--- src/sv/rwmf_pkg.sv ---
// Package for the RGB window median filter: pixel widths, size limits,
// register indexes and the control tag that travels with a pixel.
// Depends on nothing; every module of the block imports it.
package rwmf_pkg;

   localparam int PIX_W        = 8;
   localparam int RGB_W        = 3 * PIX_W;
   localparam int DEF_MAX_WIDTH  = 2048;
   localparam int DEF_MAX_RADIUS = 3;
   localparam int CFG_W        = 12;
   localparam int CSR_IDX_W    = 2;

   typedef enum logic [CSR_IDX_W-1:0] {
      REG_RADIUS = 2'd0,
      REG_WIDTH  = 2'd1,
      REG_HEIGHT = 2'd2
   } csr_index_type;

   // Tag carried beside a pixel through the line buffer.
   typedef struct packed {
      logic valid;
      logic emit;
      logic last;
   } ctl_type;

endpackage

--- src/sv/rwmf_median_lane.sv ---
// One color lane of the median: a bitwise rank search, one bit per stage.
// Depends on rwmf_pkg for the pixel width.
module rwmf_median_lane #(
   parameter int N  = 9,
   parameter int RW = 4
) (
   input  logic                       clock,
   input  logic                       en,
   input  logic [rwmf_pkg::PIX_W-1:0] in_val [N],
   input  logic [N-1:0]               in_alive,
   input  logic [RW-1:0]              in_rank,
   output logic [rwmf_pkg::PIX_W-1:0] med
);
   import rwmf_pkg::*;

   // The last stage needs no copy of the values, so there is one fewer.
   logic [PIX_W-1:0] val_ff   [PIX_W-1][N];
   logic [N-1:0]     alive_ff [PIX_W];
   logic [RW-1:0]    rank_ff  [PIX_W];
   logic [PIX_W-1:0] med_ff   [PIX_W];

   for (genvar s = 0; s < PIX_W; s++) begin : g_stage
      localparam int B = PIX_W - 1 - s;
      logic [PIX_W-1:0] v_in [N];
      logic [N-1:0]     a_in;
      logic [RW-1:0]    k_in;
      logic [PIX_W-1:0] m_in;
      logic [RW-1:0]    zeros;
      logic [N-1:0]     a_out;
      logic [RW-1:0]    k_out;
      logic [PIX_W-1:0] m_out;

      if (s == 0) begin : g_first
         assign v_in = in_val;
         assign a_in = in_alive;
         assign k_in = in_rank;
         assign m_in = '0;
      end else begin : g_next
         assign v_in = val_ff[s-1];
         assign a_in = alive_ff[s-1];
         assign k_in = rank_ff[s-1];
         assign m_in = med_ff[s-1];
      end

      always_comb begin
         zeros = '0;
         for (int i = 0; i < N; i++) begin
            zeros = zeros + RW'(a_in[i] && !v_in[i][B]);
         end
         m_out = m_in;
         if (k_in < zeros) begin
            m_out[B] = 1'b0;
            k_out    = k_in;
            for (int i = 0; i < N; i++) a_out[i] = a_in[i] && !v_in[i][B];
         end else begin
            m_out[B] = 1'b1;
            k_out    = k_in - zeros;
            for (int i = 0; i < N; i++) a_out[i] = a_in[i] && v_in[i][B];
         end
      end

      if (s < PIX_W - 1) begin : g_keep
         always_ff @(posedge clock) begin
            if (en) begin
               val_ff[s] <= v_in;
            end
         end
      end

      always_ff @(posedge clock) begin
         if (en) begin
            alive_ff[s] <= a_out;
            rank_ff[s]  <= k_out;
            med_ff[s]   <= m_out;
         end
      end
   end

   assign med = med_ff[PIX_W-1];

endmodule
--- config.mk ---
export PLATFORM = sky130hd
export DESIGN_NAME = rwmf_median_lane
export DESIGN_NICKNAME = d
export VERILOG_FILES = /design/src/sv/rwmf_pkg.sv /design/src/sv/rwmf_median_lane.sv
export SDC_FILE = /design/constraint.sdc
export NUM_CORES = 1
export LEC_CHECK = 0
export BUFFER_PORTS_ARGS = -buffer_cell sky130_fd_sc_hd__buf_2
export CAP_MARGIN = 20
export CORE_MARGIN = 2
export CORE_UTILIZATION = 32
export DETAILED_ROUTE_END_ITERATION = 16
export HOLD_SLACK_MARGIN = 0.05
export SLEW_MARGIN = 5
export SYNTH_ARGS = -nofsm -noshare
export SYNTH_HDL_FRONTEND = slang
export SYNTH_SLANG_ARGS = --single-unit
--- constraint.sdc ---
create_clock -name clock -period 16.9 [get_ports clock]
set_input_delay 4.225 -clock clock [delete_from_list [all_inputs] [get_ports clock]]
set_output_delay 4.225 -clock clock [all_outputs]
set_load 0.05 [all_outputs]
======== Yosys cells after proc, flatten, opt, wreduce, memory -nomap -nowiden ========
Memories as Yosys holds them, arrays and structs flattened.
Index checks and enable logic that the tools add are counted.
word-level totals
  output and inout bits ................... 8
  word-level logic and storage cells ...... 326
  bits of input ports ..................... 87
  memories ................................ 4
  bits in writable memories ............... 672
  flip-flop bits (word level) ............. 0
operators by class
  $lt $le $gt $ge ......................... 8
  multiplexer cells ....................... 26
  add/subtract/negate cells ............... 72
  reduce and logical (&&, ||, !) cells .... 216
memory list
  memory    words  bits a word  read ports  clocked after memory_dff  write ports  RTL line                source
  val_ff    7      72           7           0                         7            rwmf_median_lane.sv:17  logic [PIX_W-1:0] val_ff [PIX_W-1][N];
  alive_ff  8      9            7           0                         8            rwmf_median_lane.sv:18  logic [N-1:0] alive_ff [PIX_W];
  med_ff    8      8            8           0                         8            rwmf_median_lane.sv:20  logic [PIX_W-1:0] med_ff [PIX_W];
  rank_ff   8      4            7           0                         8            rwmf_median_lane.sv:19  logic [RW-1:0] rank_ff [PIX_W];
operators with widths
  kind                                    count
  4-bit by 1-bit adder with 4-bit output  40
  1-bit logical AND                       144
  1-bit zero test                         72
  9-bit two-way mux                       8
  3-bit by 1-bit adder with 4-bit output  8
  4-bit < comparator                      8
  4-bit two-way mux                       8
  4-bit subtractor                        8
  2-bit by 1-bit adder with 3-bit output  8
  1-bit by 1-bit adder with 2-bit output  8
  1-bit two-way mux                       10

======== Logic depth before layout (Yosys ltp) ========
Gate-level depths: netlist (run 1).
An unclocked memory read counts as a cell.
  depth after elaboration ................. 13
  depth in mapped cells ................... 16
  mapped depth without buffers ............ 15

======== Least setup slack after synthesis (run 1) ========
No wires, ideal clock.
  path kind ............................... in2reg
  from .................................... in in_alive[0]
  to ...................................... mem rank_ff[0][1], data pin
  setup time .............................. 0.260 ns
  path slack .............................. 8.277 ns
  arrival time ............................ 8.363 ns
  path buffers ............................ 1
  data required time ...................... 16.640 ns
  stages .................................. 14
  cells stage by stage .................... nor2b_1 > fa_1 > inv_1 > fa_1 > inv_1 > fa_1 > fa_1 > inv_1 > fa_1 > fa_1 > a21o_1 > a21oi_4 > buf_6 > mux2_2
RTL lines
  what         RTL line                source
  from (decl)  rwmf_median_lane.sv:10  input logic [N-1:0] in_alive,
  to (decl)    rwmf_median_lane.sv:19

==> qor.yml, run 1 <==
timing:
  drv_slew: 0
  fin_setup_tns_ns: 0
  hold_viol: 0
  clock_skew_ns: 0.03136
  finalCriticalPeriod_ns: 8.357
  period_share_pct: 49.45
  rsz0062_at_grt: "no"
  relSlewSlack_pct: 36.03
  tightest_slew_ns: 0.9595
  clock.fmax_mhz: 119.7
  setup_viol_count_final: 0
  fin_ws_ns: 8.543
global_route:
  grt_pass1_vias: 7001
  antenna_found_initial: 0
  track_usage_pct: 8.896
  grt-ovfl-total: 0
  grt_max_degree: 180
  grt_pass1_wl_um: 35310
cts:
  cts_setup_buffers: 0
  cts_root_buf: "clkbuf_16"
  cts_resized: 0
  cts-buffers-inserted: 42
  cts_tree: "done"
  ctsHtreeMaxLevel: 2
  cts_buffer_depth: 3
  clk_latency_ns: 0.55
  cts_hold_buffers: 0
  clock_sinks: 379
  clkTransAtPathRegs_ns: 0.06
logic_synthesis:
  ys_warn_count: 0
  synth_top_family_by_area: "adder cells"
  syn_area_um2: 15520
  syn-num-nets: 1056
  synth_flop_cell: "edfxtp_1"
  seq_area_frac_synth_pct: 73.31
  synth-adder-area-share_pct: 9.849
  yosysTopAreaCell: "edfxtp_1"
  synth-simple-area-share_pct: 6.682
  synth_compound_area_share_pct: 2.265
  ys_ff_latch: 379
  synth_xor_xnor_area_share_pct: 4.796
  synth_area_leaders: "edfxtp_1, fa_1, xor2_1"
  yosysTopAreaCellShare_pct: 73.31
  synth.mux.area_fraction_pct: 0.8947
  ys_async_sr_fraction_pct: 0
  ys_types: 20
  synth_most_common_cell: "edfxtp_1"
  synthTopCellsByCount: "edfxtp_1, xor2_1, inv_1"
  syn_inst: 875
  avgSynthCellArea_um2: 17.74
  synth_edf_count: 379
floorplan:
  die_w_um: 224.3
  design.core.area_um2: 47850
  io_pins: 95
  start_util_pct: 32.45
  die_area_um2: 50290
  std_cell_rows: 80
  die_h_um: 224.3
drt:
  drt_first_pass_iters: 5
  vias_per_cell: 4.055
  drc_errors: 0
  post_drt_wl_per_cell_um: 13.08
  first_iter_violations: 295
  totalWireLength_um: 21600
  detail-route-antenna-nets: 0
  vias: 6695
setup_path:
  required_ns: 17.21
  slowest_stage: "fa_1"
  endpoint_kind: "flip-flop"
  crit_path_frequent_cell: "fa_1"
  start_kind: "input port"
  critPathMaxFanout: 16
  worstSetupPathType: "in -> reg"
  critPathMaxStageDelay_ns: 0.54
  path_cells: "buf_2 > nor2b_1 > fa_1 > inv_1 > fa_1 > inv_1 > fa_1 > fa_1 > inv_1 > fa_1 > fa_1 > a21o_1 > a21oi_4 > mux2_2"
  path_buf_inv: 4
  crit_family: "adder cells"
  critPathArrivalTime_ns: 8.67
power:
  p_per_area_nw_per_um2: 164.5
  max-vdd-ir-drop_v: 0.00006716
  p_sw_uw: 840.1
  power_frac_clock_pct: 29.4
  p_leak_uw: 0.006757
  combPwrFrac_pct: 27.1
  p_int_uw: 2129
  switching_share_pct: 28.29
  finalPower_uw: 2969
  p_seq_share_pct: 43.5
finish:
  nets: 1189
  fin_area_um2: 18050
  nFillCells: 4438
  diodes: 0
  finalNonFillerCells: 1651
  drive_above_1_share_pct: 16.41
  syn_to_final_growth_pct: 16.27
status:
  status: "complete, no violations"
placed_design:
  dpl.cell_count: 1579
  placed_area_um2: 16720
  port_buffers: 94
  hpwlAfterDp_um: 14040
  dpl_worst_slack_ns: 7.950
  routabilityCongestion: 0.7217
worst_hold_path:
  hp-class: "reg -> reg"
flow_run:
  maxCapViolations: 0
==> metrics by stage <==
stage	hold slack [ns]	util, %
4_1_cts	0.3757	37.72
3_3_place_gp	0.4009	34.94
6_report	0.3883	37.72
3_5_place_dp	0.4045	34.94
2_1_floorplan	0.4003	-
5_1_grt	0.3986	37.72
==> cell type report <==
cell class / count / area [um2] / share of cell area, %
Clock buffer: 47 / 1070 / 5.927
Clock inverter: 25 / 260.3 / 1.442
Inverter: 69 / 259.0 / 1.435
Multi-Input combinational cell: 420 / 3801 / 21.06
Sequential cell: 379 / 11380 / 63.06
Tap cell: 615 / 769.5 / 4.263
Timing Repair Buffer: 96 / 508.0 / 2.815
==> flip-flops by register name, indices dropped and copies added (netlist names) <==
signal / count
val_ff: 252
alive_ff: 63
rank_ff: 28
med_ff: 36
==> path summary, 6_finish.rpt <==
check / endpoint / startpoint / slack [ns] / cells after the start
worst max register to register: rank_ff[1][1] / alive_ff[0][6] / 11.83 / 13
worst min-delay path: val_ff[3][25] / val_ff[2][25] / 0.39 / 0
worst min register to register: val_ff[3][25] / val_ff[2][25] / 0.39 / 0
worst max-delay path: rank_ff[0][1] / in_alive[0] / 8.54 / 14
==> power by group through the flow <==
stage / sequential (uW) / combinational (uW) / clock [uW]
detailed placement: 1310 / 818 / 0
finish: 1290 / 806 / 872
floorplan: 1300 / 664 / 0
CTS: 1300 / 825 / 906
global placement: 1310 / 793 / 0
global route: 1310 / 940 / 943
==> logic make-up (layout without fill, tap and decap cells) <==
logic type	count (synthesis)	count (layout)
flip-flops	379	379
AND/OR/NAND/NOR	181	181
adder cells (fa/ha/maj)	94	94
XOR/XNOR	85	85
buffers and inverters	76	237
AO/OA/AOI/OAI	47	47
multiplexers	13	13
==> cells in the final DEF (no fill, tap or decap) <==
cell type and count:
nor2b_1 52, xor2_1 71, bufinv_16 4, buf_2 93
clkinv_2 7, mux2i_1 6, nor2_1 16, a21o_1 14
buf_8 1, clkinv_16 1, buf_4 1, xnor2_1 14
clkinv_4 2, edfxtp_1 379, o21ai_0 17, clkinv_1 7
nand2_1 22, and2_1 63, clkinvlp_4 3, ha_1 47
clkbuf_16 42, a21oi_1 8, clkbuf_1 5, fa_1 47
o21a_1 1, buf_12 1, nand2b_1 28, mux2_2 7
inv_1 69, inv_6 1, a21oi_4 7
==> metal layers <==
layer | up-vias | wire length, um | track usage [%]
li1 | 3346 | - | -
met5 | - | 0 | 0
met1 | 3179 | 10080 | 11.69
met3 | 54 | 1138 | 2.730
met4 | 0 | 668 | 3.610
met2 | 116 | 9708 | 13.77
(Power assumes the default switching activity.)
==> inputs of run 2 (changes only) <==
- clock period: 16.9 -> 8.4 ns (I/O delays scaled with it)
==> run 2 against run 1 <==
Register-to-register slack worse by 8.5 ns. Sequential power up 100%. First-iteration DRC count down 3.7%. Design area up 0.33%. Sequential cell count unchanged. Final cell count up 0.24%. Via count up 0.87%. Critical path depth unchanged. Clock-buffer cell count up 1. Worst hold slack better by 0.027 ns. Setup slack worse by 6.4 ns. Largest cell class unchanged.
==> qor.yml, run 2 (synthesized netlist as in run 1, its figures left out) <==
setup_path:
  path_buf_inv: 4
  rr_worst_depth: 13
  path_cells: "buf_2 > nor2b_1 > fa_1 > inv_1 > fa_1 > inv_1 > fa_1 > fa_1 > inv_1 > fa_1 > fa_1 > a21o_1 > a21oi_4 > mux2_2"
  worstSetupPathType: "in -> reg"
  required_ns: 8.70
  endpoint_kind: "flip-flop"
  critPathMaxStageDelay_ns: 0.53
  start_kind: "input port"
  crit_path_frequent_cell: "fa_1"
  critPathMaxFanout: 16
  crit_cells: 14
  crit_family: "adder cells"
  slowest_stage: "fa_1"
  critPathArrivalTime_ns: 6.53
drt:
  first_iter_violations: 284
  vias_per_cell: 4.080
  totalWireLength_um: 21690
  drc_errors: 0
  detail-route-antenna-nets: 0
  post_drt_wl_per_cell_um: 13.11
  vias: 6753
  drt_first_pass_iters: 5
finish:
  nets: 1189
  final_cell_mix: "edfxtp_1, buf_2, xor2_1"
  largestRegisters: "val_ff (252), alive_ff (63), med_ff (36)"
  final_common_cell: "edfxtp_1"
  regMostFlops: "val_ff"
  drive_above_1_share_pct: 16.73
  syn_to_final_growth_pct: 16.65
  finalNonFillerCells: 1655
  seq_area_um2: 11380
  largest_register_ffs: 252
  diodes: 0
  multi_input_area_um2: 3801
  nFillCells: 4444
timing:
  tightest_slew_ns: 0.9235
  finalCriticalPeriod_ns: 6.228
  hold_viol: 0
  drv_slew: 0
  hold_ws_ns: 0.4152
  relSlewSlack_pct: 38.43
  clock.fmax_mhz: 160.6
  clock_skew_ns: 0.01115
  setup_viol_count_final: 0
  rsz0062_at_grt: "no"
  fin_setup_tns_ns: 0
  period_share_pct: 74.15
global_route:
  grt_pass1_wl_um: 35590
  antenna_found_initial: 0
  grt-ovfl-total: 0
  grt_max_degree: 176
  track_usage_pct: 8.968
  grt_pass1_vias: 7012
floorplan:
  std_cell_rows: 80
  die_h_um: 224.3
  start_util_pct: 32.45
  die_area_um2: 50290
  die_w_um: 224.3
  io_pins: 95
  design.core.area_um2: 47850
power:
  max-vdd-ir-drop_v: 0.0001528
  p_leak_uw: 0.006793
  p_per_area_nw_per_um2: 333.4
worst_hold_path:
  hold-path-cell-count: 0
  hp-class: "reg -> reg"
cts:
  clkTransAtPathRegs_ns: 0.06
  cts_resized: 0
  clk_latency_ns: 0.55
  ctsHtreeMaxLevel: 2
  cts_setup_buffers: 0
  cts_hold_buffers: 0
  cts-buffers-inserted: 41
  clock_sinks: 379
  cts_buffer_depth: 3
  cts_root_buf: "clkbuf_16"
  cts_tree: "done"
placed_design:
  hpwlAfterDp_um: 14190
  port_buffers: 94
  routabilityCongestion: 0.7142
  dpl.cell_count: 1580
flow_run:
  maxCapViolations: 0
status:
  status: "complete, no violations"
-- run 2: worst paths after layout --
kind                                      from       endpoint  slack [ns]
worst max-delay path               in_alive[0]  rank_ff[0][1]        2.17
worst min-delay path             val_ff[1][42]  val_ff[2][42]        0.42
worst max register to register  alive_ff[0][6]  rank_ff[1][1]        3.36
worst min register to register   val_ff[1][42]  val_ff[2][42]        0.42
-- run 2: metrics by stage --
step                      utilization [%]  total power, uW  area, um2  setup slack, ns
after floorplan                         -             3950      15520            1.902
after global placement              34.96             4235      16730            1.601
after detailed placement            34.96             4299      16730            1.574
after CTS                           37.85             6161      18110            2.181
after global routing                37.85             6483      18110            1.993
final                               37.85             6037      18110            2.172
-- run 2: worst register-to-register path: stages (launching register included) --
cell	delay, ns
edfxtp_1	0.37
nor2b_1	0.17
fa_1	0.53
inv_1	0.06
fa_1	0.53
inv_1	0.06
fa_1	0.50
fa_1	0.49
inv_1	0.09
fa_1	0.45
fa_1	0.45
a21o_1	0.20
a21oi_4	0.48
mux2_2	0.41
-- run 2: routing by layer --
layer	track usage (%)	share of wire, %	vias to the layer above
li1	-	-	3355
met1	11.62	46	3224
met2	13.88	46	126
met3	2.665	5.2	48
met4	4.209	3.3	0
met5	0	0	-
-- run 2: area by class of cell --
class                      count  share of cell area [%]
multi-input combinational    420                   20.99
tap                          615                   4.249
inverter                      69                   1.430
timing repair buffer          97                   2.847
clock inverter                27                   1.707
clock buffer                  48                   5.928
sequential                   379                   62.85
-- run 2: report_power, final --
part | switching (uW) | total (uW) | internal (uW)
Combinational | 867 | 1620 | 756
Clock | 713 | 1820 | 1100
Sequential | 109 | 2600 | 2490
Total | 1690 | 6040 | 4350
